--- src/sv/tmrl_pkg.sv ---
// Shared types and constants of the thruster mixer with reverse lockout.
// No dependencies; used by the interfaces, the mixer, the top level and the checker.
package tmrl_pkg;

	localparam int CMD_W      = 9;   // width of one signed thrust command
	localparam int MIX_W      = 11;  // width of a mixed value before range check
	localparam int MODE_W     = 2;
	localparam int MAG_W      = 8;
	localparam int IDX_W      = 3;   // engine index field
	localparam int ECNT_W     = 4;   // engine_count register
	localparam int LOCK_W     = 16;  // reverse_lockout_ticks register
	localparam int CFG_IDX_W  = 2;
	localparam int CFG_DATA_W = 16;
	localparam int MIX_SLOTS  = 3;   // engines fed by the mixer
	localparam int MIX_LIMIT  = 255;

	// Configuration register indexes
	localparam logic [CFG_IDX_W-1:0] CFG_ENGINE_COUNT = 2'd0;
	localparam logic [CFG_IDX_W-1:0] CFG_LOCKOUT      = 2'd1;
	localparam logic [CFG_IDX_W-1:0] CFG_MANUAL_VERT  = 2'd2;

	// Command kinds
	localparam logic CMD_SPEED = 1'b0;
	localparam logic CMD_DIR   = 1'b1;

	typedef enum logic [MODE_W-1:0] {
		MODE_STOP  = 2'd0,
		MODE_MOVE  = 2'd1,
		MODE_YAW   = 2'd2,
		MODE_PITCH = 2'd3
	} mode_t;

	typedef struct packed {
		logic signed [CMD_W-1:0] vert_manual;
		logic signed [CMD_W-1:0] vert_auto;
		logic signed [CMD_W-1:0] move_speed;
		logic signed [CMD_W-1:0] rotate_speed;
		mode_t                   mode;
	} tick_t;

	// Mixer result for engines 0..2
	typedef struct packed {
		logic                             stop;
		logic [MIX_SLOTS-1:0]             upd;
		logic [MIX_SLOTS-1:0][MAG_W-1:0]  mag;
		logic [MIX_SLOTS-1:0]             dir;
	} mix_t;

endpackage

--- src/sv/tmrl_if.sv ---
// Handshake channels of the thruster mixer: tick input, command output, config writes.
// Depends on tmrl_pkg for field widths.
interface tmrl_tick_if;
	logic                                 valid;
	logic                                 ready;
	logic signed [tmrl_pkg::CMD_W-1:0]    vert_manual;
	logic signed [tmrl_pkg::CMD_W-1:0]    vert_auto;
	logic signed [tmrl_pkg::CMD_W-1:0]    move_speed;
	logic signed [tmrl_pkg::CMD_W-1:0]    rotate_speed;
	logic [tmrl_pkg::MODE_W-1:0]          mode;

	modport source (output valid, vert_manual, vert_auto, move_speed, rotate_speed, mode,
		input ready);
	modport sink (input valid, vert_manual, vert_auto, move_speed, rotate_speed, mode,
		output ready);
endinterface

interface tmrl_cmd_if;
	logic                          valid;
	logic                          ready;
	logic                          cmd_kind;
	logic [tmrl_pkg::IDX_W-1:0]    engine_index;
	logic [tmrl_pkg::MAG_W-1:0]    cmd_value;

	modport source (output valid, cmd_kind, engine_index, cmd_value, input ready);
	modport sink (input valid, cmd_kind, engine_index, cmd_value, output ready);
endinterface

interface tmrl_cfg_if;
	logic                              valid;
	logic                              ready;
	logic [tmrl_pkg::CFG_IDX_W-1:0]    index;
	logic [tmrl_pkg::CFG_DATA_W-1:0]   data;

	modport source (output valid, index, data, input ready);
	modport sink (input valid, index, data, output ready);
endinterface

--- src/sv/tmrl_mix.sv ---
// Thrust mixer: turns one tick's commands into targets for engines 0..2.
// Depends on tmrl_pkg (tick_t, mix_t, mode codes).
module tmrl_mix (
	input  tmrl_pkg::tick_t item,
	input  logic            manual_vertical,
	output tmrl_pkg::mix_t  mix
);
	import tmrl_pkg::*;

	logic signed [MIX_W-1:0] val [MIX_SLOTS];
	logic                    drive1;  // engines 1 and 2 take a new mix
	logic signed [MIX_W-1:0] mv;
	logic signed [MIX_W-1:0] rt;

	assign mv = MIX_W'(item.move_speed);
	assign rt = MIX_W'(item.rotate_speed);

	// Mix per mode
	always_comb begin
		val[0] = manual_vertical ? MIX_W'(item.vert_manual) : MIX_W'(item.vert_auto);
		val[1] = '0;
		val[2] = '0;
		drive1 = 1'b1;
		case (item.mode) inside
			MODE_STOP: begin
				drive1 = 1'b0;
			end
			MODE_YAW: begin
				val[1] = rt;
				val[2] = -rt;
			end
			MODE_MOVE, MODE_PITCH: begin
				if (rt >= 0) begin
					val[1] = mv - rt;
					val[2] = mv;
				end else begin
					val[1] = mv;
					val[2] = mv + rt;
				end
			end
			default: begin
				drive1 = 1'b0;
			end
		endcase
	end

	// Range check and fold into magnitude and direction
	always_comb begin
		mix.stop = (item.mode == MODE_STOP);
		for (int i = 0; i < MIX_SLOTS; i++) begin
			mix.upd[i] = (val[i] >= -MIX_LIMIT) && (val[i] <= MIX_LIMIT) && (i == 0 || drive1);
			mix.dir[i] = val[i] < 0;
			mix.mag[i] = (val[i] < 0) ? MAG_W'(-val[i]) : MAG_W'(val[i]);
		end
	end

endmodule

--- src/sv/thruster_mix_reverse_lockout.sv ---
// Thruster mixer with reverse lockout. Takes one tick per clock cycle while not stalled;
// an accepted tick waits in the input register, and its result is loaded into the
// command register when it is processed. One more tick is thus taken while a command
// waits to be transferred; the input stalls only when both registers are full.
// Each tick yields zero or one command (speed or direction) for the round-robin engine.
// Configuration writes are always taken and apply to the next processed tick.
module thruster_mix_reverse_lockout #(
	parameter int MAX_ENGINES = 8,
	parameter int AGE_BITS    = 16
) (
	input logic        clk,
	input logic        arst_n,
	tmrl_cfg_if.sink   cfg,
	tmrl_tick_if.sink  tick,
	tmrl_cmd_if.source cmd
);
	import tmrl_pkg::*;

	localparam int PTR_W = $clog2(MAX_ENGINES);
	localparam int NW    = $clog2(MAX_ENGINES + 1);
	localparam int CMP_W = (AGE_BITS > LOCK_W) ? AGE_BITS : LOCK_W;

	// Configuration
	logic [ECNT_W-1:0] ecount_q;
	logic [LOCK_W-1:0] lockout_q;
	logic              manual_q;

	// Input register
	logic  s1_v;
	tick_t tick_s1;

	// Per-engine state
	logic [MAG_W-1:0]    tmag_q [MAX_ENGINES];
	logic [MAG_W-1:0]    smag_q [MAX_ENGINES];
	logic                tdir_q [MAX_ENGINES];
	logic                sdir_q [MAX_ENGINES];
	logic [AGE_BITS-1:0] age_q  [MAX_ENGINES];
	logic [PTR_W-1:0]    ptr_q;

	logic [MAG_W-1:0]    tmag_n [MAX_ENGINES];
	logic [MAG_W-1:0]    smag_n [MAX_ENGINES];
	logic                tdir_n [MAX_ENGINES];
	logic                sdir_n [MAX_ENGINES];
	logic [AGE_BITS-1:0] age_n  [MAX_ENGINES];

	// Command register
	logic             out_v_q;
	logic             kind_q;
	logic [IDX_W-1:0] idx_q;
	logic [MAG_W-1:0] val_q;

	mix_t           mix;
	logic [NW-1:0]  n_use;
	logic [PTR_W:0] ptr_inc;
	logic [PTR_W-1:0] p;
	logic           dir_go;
	logic           mag_go;
	logic           process;
	logic           tick_acc;

	assign cfg.ready  = 1'b1;
	assign process    = s1_v && (!out_v_q || cmd.ready);
	assign tick.ready = !s1_v || process;
	assign tick_acc   = tick.valid && tick.ready;

	assign cmd.valid        = out_v_q;
	assign cmd.cmd_kind     = kind_q;
	assign cmd.engine_index = idx_q;
	assign cmd.cmd_value    = val_q;

	tmrl_mix u_mix (
		.item            (tick_s1),
		.manual_vertical (manual_q),
		.mix             (mix)
	);

	// Engines in use: zero counts as one, clamp at the array depth
	always_comb begin
		if (ecount_q == '0) begin
			n_use = NW'(1);
		end else if (32'(ecount_q) > 32'(MAX_ENGINES)) begin
			n_use = NW'(MAX_ENGINES);
		end else begin
			n_use = NW'(ecount_q);
		end
	end

	// Advance the round-robin pointer, wrap at the engine count
	always_comb begin
		ptr_inc = {1'b0, ptr_q} + 1'b1;
		p = (32'(ptr_inc) >= 32'(n_use)) ? '0 : ptr_inc[PTR_W-1:0];
	end

	// Next targets, ages and sent state for this tick
	always_comb begin
		for (int i = 0; i < MAX_ENGINES; i++) begin
			tmag_n[i] = tmag_q[i];
			tdir_n[i] = tdir_q[i];
			smag_n[i] = smag_q[i];
			sdir_n[i] = sdir_q[i];
			age_n[i]  = age_q[i];
			if (NW'(i) < n_use) begin
				if (mix.stop) begin
					tmag_n[i] = '0;
					tdir_n[i] = 1'b0;
				end else if (i < MIX_SLOTS) begin
					if (mix.upd[i[1:0]]) begin
						tmag_n[i] = mix.mag[i[1:0]];
						tdir_n[i] = mix.dir[i[1:0]];
					end
				end
				if (age_q[i] != '1) begin
					age_n[i] = age_q[i] + 1'b1;
				end
			end
		end

		dir_go = (CMP_W'(age_n[p]) >= CMP_W'(lockout_q)) && (tdir_n[p] != sdir_q[p]);
		mag_go = tmag_n[p] != smag_q[p];

		if (dir_go) begin
			age_n[p]  = '0;
			sdir_n[p] = tdir_n[p];
		end else if (mag_go) begin
			smag_n[p] = tmag_n[p];
		end
	end

	// Configuration writes; indexes beyond the list are dropped
	always_ff @(posedge clk or negedge arst_n) begin
		if (!arst_n) begin
			ecount_q  <= ECNT_W'(3);
			lockout_q <= LOCK_W'(20);
			manual_q  <= 1'b0;
		end else if (cfg.valid) begin
			unique case (cfg.index)
				CFG_ENGINE_COUNT: ecount_q  <= cfg.data[ECNT_W-1:0];
				CFG_LOCKOUT:      lockout_q <= cfg.data[LOCK_W-1:0];
				CFG_MANUAL_VERT:  manual_q  <= cfg.data[0];
				default: begin
				end
			endcase
		end
	end

	// Input register: hold a tick until it is processed
	always_ff @(posedge clk or negedge arst_n) begin
		if (!arst_n) begin
			s1_v <= 1'b0;
		end else if (tick_acc) begin
			s1_v <= 1'b1;
		end else if (process) begin
			s1_v <= 1'b0;
		end
	end

	always_ff @(posedge clk) begin
		if (tick_acc) begin
			tick_s1 <= '{
				vert_manual:  tick.vert_manual,
				vert_auto:    tick.vert_auto,
				move_speed:   tick.move_speed,
				rotate_speed: tick.rotate_speed,
				mode:         mode_t'(tick.mode)
			};
		end
	end

	// Engine state update on each processed tick
	always_ff @(posedge clk or negedge arst_n) begin
		if (!arst_n) begin
			for (int i = 0; i < MAX_ENGINES; i++) begin
				tmag_q[i] <= '0;
				smag_q[i] <= '0;
				tdir_q[i] <= 1'b0;
				sdir_q[i] <= 1'b0;
				age_q[i]  <= '0;
			end
			ptr_q <= '0;
		end else if (process) begin
			for (int i = 0; i < MAX_ENGINES; i++) begin
				tmag_q[i] <= tmag_n[i];
				smag_q[i] <= smag_n[i];
				tdir_q[i] <= tdir_n[i];
				sdir_q[i] <= sdir_n[i];
				age_q[i]  <= age_n[i];
			end
			ptr_q <= p;
		end
	end

	// Command register: load on process, drop after transfer
	always_ff @(posedge clk or negedge arst_n) begin
		if (!arst_n) begin
			out_v_q <= 1'b0;
		end else if (process) begin
			out_v_q <= dir_go || mag_go;
		end else if (cmd.ready) begin
			out_v_q <= 1'b0;
		end
	end

	always_ff @(posedge clk) begin
		if (process) begin
			kind_q <= dir_go ? CMD_DIR : CMD_SPEED;
			idx_q  <= IDX_W'(p);
			val_q  <= dir_go ? MAG_W'(tdir_n[p]) : tmag_n[p];
		end
	end

endmodule

--- src/flat_wrapper.sv ---
// flat-port wrapper written by rule: the top's interface ports become plain ports
module thruster_mix_reverse_lockout_flat import tmrl_pkg::*;
#(
	parameter int MAX_ENGINES = 8,
	parameter int AGE_BITS    = 16
)
  (clk, arst_n, cfg_valid, cfg_index, cfg_data, cfg_ready, tick_valid, tick_vert_manual, tick_vert_auto, tick_move_speed, tick_rotate_speed, tick_mode, tick_ready, cmd_valid, cmd_cmd_kind, cmd_engine_index, cmd_cmd_value, cmd_ready);
  tmrl_cfg_if cfg_i ();
  tmrl_tick_if tick_i ();
  tmrl_cmd_if cmd_i ();
  input logic clk;
  input logic arst_n;
  input wire logic [$bits(cfg_i.valid)-1:0] cfg_valid;
  input wire logic [$bits(cfg_i.index)-1:0] cfg_index;
  input wire logic [$bits(cfg_i.data)-1:0] cfg_data;
  output wire logic [$bits(cfg_i.ready)-1:0] cfg_ready;
  input wire logic [$bits(tick_i.valid)-1:0] tick_valid;
  input wire logic [$bits(tick_i.vert_manual)-1:0] tick_vert_manual;
  input wire logic [$bits(tick_i.vert_auto)-1:0] tick_vert_auto;
  input wire logic [$bits(tick_i.move_speed)-1:0] tick_move_speed;
  input wire logic [$bits(tick_i.rotate_speed)-1:0] tick_rotate_speed;
  input wire logic [$bits(tick_i.mode)-1:0] tick_mode;
  output wire logic [$bits(tick_i.ready)-1:0] tick_ready;
  output wire logic [$bits(cmd_i.valid)-1:0] cmd_valid;
  output wire logic [$bits(cmd_i.cmd_kind)-1:0] cmd_cmd_kind;
  output wire logic [$bits(cmd_i.engine_index)-1:0] cmd_engine_index;
  output wire logic [$bits(cmd_i.cmd_value)-1:0] cmd_cmd_value;
  input wire logic [$bits(cmd_i.ready)-1:0] cmd_ready;
  assign cfg_i.valid = cfg_valid;
  assign cfg_i.index = cfg_index;
  assign cfg_i.data = cfg_data;
  assign cfg_ready = cfg_i.ready;
  assign tick_i.valid = tick_valid;
  assign tick_i.vert_manual = tick_vert_manual;
  assign tick_i.vert_auto = tick_vert_auto;
  assign tick_i.move_speed = tick_move_speed;
  assign tick_i.rotate_speed = tick_rotate_speed;
  assign tick_i.mode = tick_mode;
  assign tick_ready = tick_i.ready;
  assign cmd_valid = cmd_i.valid;
  assign cmd_cmd_kind = cmd_i.cmd_kind;
  assign cmd_engine_index = cmd_i.engine_index;
  assign cmd_cmd_value = cmd_i.cmd_value;
  assign cmd_i.ready = cmd_ready;
  thruster_mix_reverse_lockout #(.MAX_ENGINES(MAX_ENGINES), .AGE_BITS(AGE_BITS)) u_core (.clk(clk), .arst_n(arst_n), .cfg(cfg_i), .tick(tick_i), .cmd(cmd_i));
endmodule
--- config.mk ---
export PLATFORM = sky130hd
export DESIGN_NAME = thruster_mix_reverse_lockout_flat
export DESIGN_NICKNAME = d
export VERILOG_FILES = /design/src/sv/tmrl_pkg.sv /design/src/sv/tmrl_if.sv /design/src/sv/tmrl_mix.sv /design/src/sv/thruster_mix_reverse_lockout.sv /design/src/flat_wrapper.sv
export SDC_FILE = /design/constraint.sdc
export NUM_CORES = 1
export LEC_CHECK = 0
export BUFFER_PORTS_ARGS = -buffer_cell sky130_fd_sc_hd__buf_2
export CORE_ASPECT_RATIO = 0.9
export CORE_UTILIZATION = 30
export DETAILED_ROUTE_END_ITERATION = 10
export PLACE_DENSITY_LB_ADDON = 0.08
export SLEW_MARGIN = 25
export SYNTH_ARGS = -nofsm -noshare
export SYNTH_HDL_FRONTEND = slang
export SYNTH_SLANG_ARGS = --single-unit
--- constraint.sdc ---
create_clock -name clk -period 16.3 [get_ports clk]
set_clock_uncertainty 0.15 [all_clocks]
set_input_delay 3.26 -clock clk [delete_from_list [all_inputs] [get_ports clk]]
set_output_delay 3.26 -clock clk [all_outputs]
set_load 0.1 [all_outputs]
==> results by group <==
Routing
  • DRC viols: 0
  • Via count: around 19000
  • Final WL: between 70 and 80 mm
  • Vias per std cell: between 5 and 6
  • Routed len/inst: about 23 um
  • First-pass DRT Iterations: 6
  • 1st-iter DRT viols: 1644
  • Routed Antenna Nets: 0

Final layout
  • Diode count: 0
  • Commonest non-fill, non-tap cells in the layout: dfrtp_1, nand2_1, o21ai_0
  • Final core occ: a little over a third
  • # nets final: 2504
  • Commonest non-fill, non-tap cell in the layout: dfrtp_1
  • Share of cells above drive strength 1: about 14%
  • Fin cells: between 3000 and 4000
  • Area delta synth->final: 13.8%

Timing
  • RSZ-0062 raised after global routing: no
  • Worst-Margin Slew: about 1.1 ns
  • Fin. Hold Viols: 0
  • Count of pins over their slew limit: 0
  • Max-slew headroom: roughly 29%
  • FMAX: around 0.13 GHz
  • Fin crit period: between 7 and 8 ns
  • Endpoints failing setup: 0
  • Post-route clock period utilization: about 46%
  • Fin Setup TNS: 0 ns

Synthesis
  • Post-synth EDFFs: 50
  • Netlist cell types: 99
  • Yosys warning total: 0
  • Post-Syn Area: ~0.022 sq mm
  • Ys async rst share: between 80% and 90%
  • Sequential cell area fraction in the yosys report: 41.6%
  • Average size of a mapped cell: 9.27 sq um
  • Seq cells post-synth: approximately 350
  • Syn Inst Count: between 2000 and 2500
  • Ys flop type: dfrtp_1
  • Syn nets: roughly 2400

Placement
  • DP Cell Count: approximately 3300
  • Final HPWL DP: between 50 and 60 mm
  • Global placement routability congestion: between 0.9 and 1
  • Port-buffer cells: 74

Floorplan
  • Die W: roughly 280 um
  • Num ports: 76
  • Core Area: ~0.071 sq mm
  • Site row count: slightly above 90
  • Starting density of the core: between 30% and 40%
  • Die height: between 200 and 300 um
  • Die Area: 0.0729 sq mm

Setup path
  • Worst Setup Start Kind: register
  • Worst-path maximum fanout: 20
  • Reg-to-reg slack, setup: 8.75 ns
  • Setup crit end kind: register
  • Most frequent CP cell: a21o_1
  • CP Class: reg -> reg
  • Max incr delay on CP: 0.56 ns
  • Slowest cell on crit path: xnor2_1
  • Critical Path RT: 16.67 ns
  • Worst EP arrival: 7.92 ns

Power and ir drop
  • Sequential share of power: a little over a quarter
  • Pint: 2.40 mW
  • Pwr Density: around 190 mW/mm^2
  • LEAKAGE: approximately 10 nW
  • Switching Share: between 40 and 50%
  • Clock share of power: approximately a fifth
  • Psw: around 2.3 mW
  • Worst VDD drop: between 100 and 150 uV
  • Combinational fraction of design power: roughly half

GRT
  • Initial antenna violation count: 4
  • Global-route wire length before repair: 117 mm
  • Largest net degree at the start of global routing: about 150
  • Vias in the first global route: about 18000
  • Overall Global Routing Usage: about a fifth
  • Remaining global-route overflow: 0

CTS
  • Longest Clk Path Bufs: 3
  • CTS tree: done
  • H-tree depth: 2
  • Num CTS Buffers: 46
  • Post-cts resize count: 0
  • Clock Sinks: 348
  • # Post-CTS Setup Buffers: 0
  • Root Driver: clkbuf_16
  • Clk_lat worst skew: 0.60 ns
  • # hold bufs at CTS: 0
  • CTS clk-pin slew, worst paths: roughly 0.06 ns

Run
  • Max-cap viol count: 0

Hold path
  • Worst Hold Class: reg -> reg

Run status
  • Status: finished, final reports clean
[synth_stat cells (all sizes together), types with 11 or more instances]
library cell  count  share of area (%)
a22o             30                1.2
edfxtp           50                7.0
a211oi           17               0.64
o311ai           12                1.2
xor2             50                2.0
a21oi           119                2.8
o221ai           13               0.53
or2              11               0.32
dfrtp           294                 34
ha               58                3.4
buf              31               0.74
xnor2            58                2.4
nand3            93                2.2
mux2             91                4.8
o31ai            44                1.5
nor2            168                3.0
o21ai           185                4.3
mux2i            40                1.9
o22ai            41                1.2
a22oi            14               0.49
and3             47                1.4
a31oi            30               0.87
and2             58                1.7
clkbuf           78                1.4
nor2b            35                1.0
a21o             25               0.87
nor3             51                1.3
nor4             11               0.35
nand2b           33               0.97
nand2           254                4.4
nand4            32                1.0
o211ai           17               0.64
inv              64                1.1
[flip-flops by register name (all words and copies together), names as in the netlist]
signal / cells
u_core.sdir_q: 8
u_core.ecount_q: 4
u_core.tmag_q: 64
u_core.tdir_q: 8
u_core.tick_s1: 38
u_core.cmd.cmd_kind: 1
u_core.ptr_q: 3
u_core.cmd.valid: 1
u_core.s1_v: 1
u_core.smag_q: 64
u_core.lockout_q: 16
u_core.manual_q: 1
u_core.cmd.cmd_value: 8
u_core.cmd.engine_index: 3
u_core.age_q: 128
[worst paths after layout]
path,end,startpoint,cells past startpoint
setup / recovery,u_core.age_q[49],u_core.ptr_q[1],28
hold / removal,u_core.tmag_q[63],u_core.tmag_q[63],2
setup reg to reg,u_core.age_q[49],u_core.ptr_q[1],28
min in group asynchronous,u_core.age_q[43],arst_n,1
max in group asynchronous,u_core.sdir_q[4],arst_n,3
hold reg to reg,u_core.tmag_q[63],u_core.tmag_q[63],2
[worst max-delay path: cells and delay by family, from the launching register on]
family	cells	cell delay [ns]
flip-flops	1	0.39
AO/OA/AOI/OAI	15	3.04
buffers and inverters	3	0.93
AND/OR/NAND/NOR	6	1.47
XOR/XNOR	1	0.56
adder cells (fa/ha/maj)	3	0.90
[metrics by stage]
stage	total power, mW	setup WS (ns)	hold WS [ns]	cell area, sq um
6_report	4.67	8.75	0.322	24500
4_1_cts	4.68	8.79	0.323	24500
2_1_floorplan	2.75	8.92	0.293	21500
5_1_grt	4.93	8.20	0.341	24500
3_5_place_dp	3.66	8.83	0.311	23100
3_3_place_gp	3.64	8.94	0.309	23000
[power groups by stage]
stage               sequential, mW  clock [mW]  combinational, mW
CTS                           1.26        1.02               2.40
global route                  1.29        1.05               2.59
finish                        1.26       0.991               2.42
floorplan                     1.32           0               1.43
global placement              1.27           0               2.38
detailed placement            1.27           0               2.39
[layer usage]
| layer | track usage (%) | vias up | routed length [um] | share of wire [%] |
|---|---|---|---|---|
| met5 | 0 | - | 31 | 0.041 |
| met4 | 5.53 | 4 | 1730 | 2.3 |
| met3 | 3.99 | 102 | 4640 | 6.1 |
| met2 | 30.1 | 526 | 32000 | 42 |
| met1 | 31.2 | 9209 | 37800 | 50 |
| li1 | - | 8721 | - | - |
[area by class of cell]
class / instances / area [sq um]
Timing Repair Buffer: 119 / 741
Clock inverter: 21 / 171
Fill cell: 7264 / 46000
Inverter: 66 / 249
Multi-Input combinational cell: 1802 / 11900
Sequential cell: 348 / 8960
Tap cell: 940 / 1180
Clock buffer: 64 / 1280
[cell families after synthesis]
family / after synthesis / share of synthesized area [%]
compound gates: 658 / 21.0
xor+xnor: 108 / 4.43
fa+ha+maj: 60 / 3.55
buf+inv: 175 / 3.25
flops: 348 / 41.6
mux: 131 / 6.63
other cells: 1 / 0.0174
simple gates: 844 / 19.5
No activity file was read; power rests on OpenSTA's default activity.
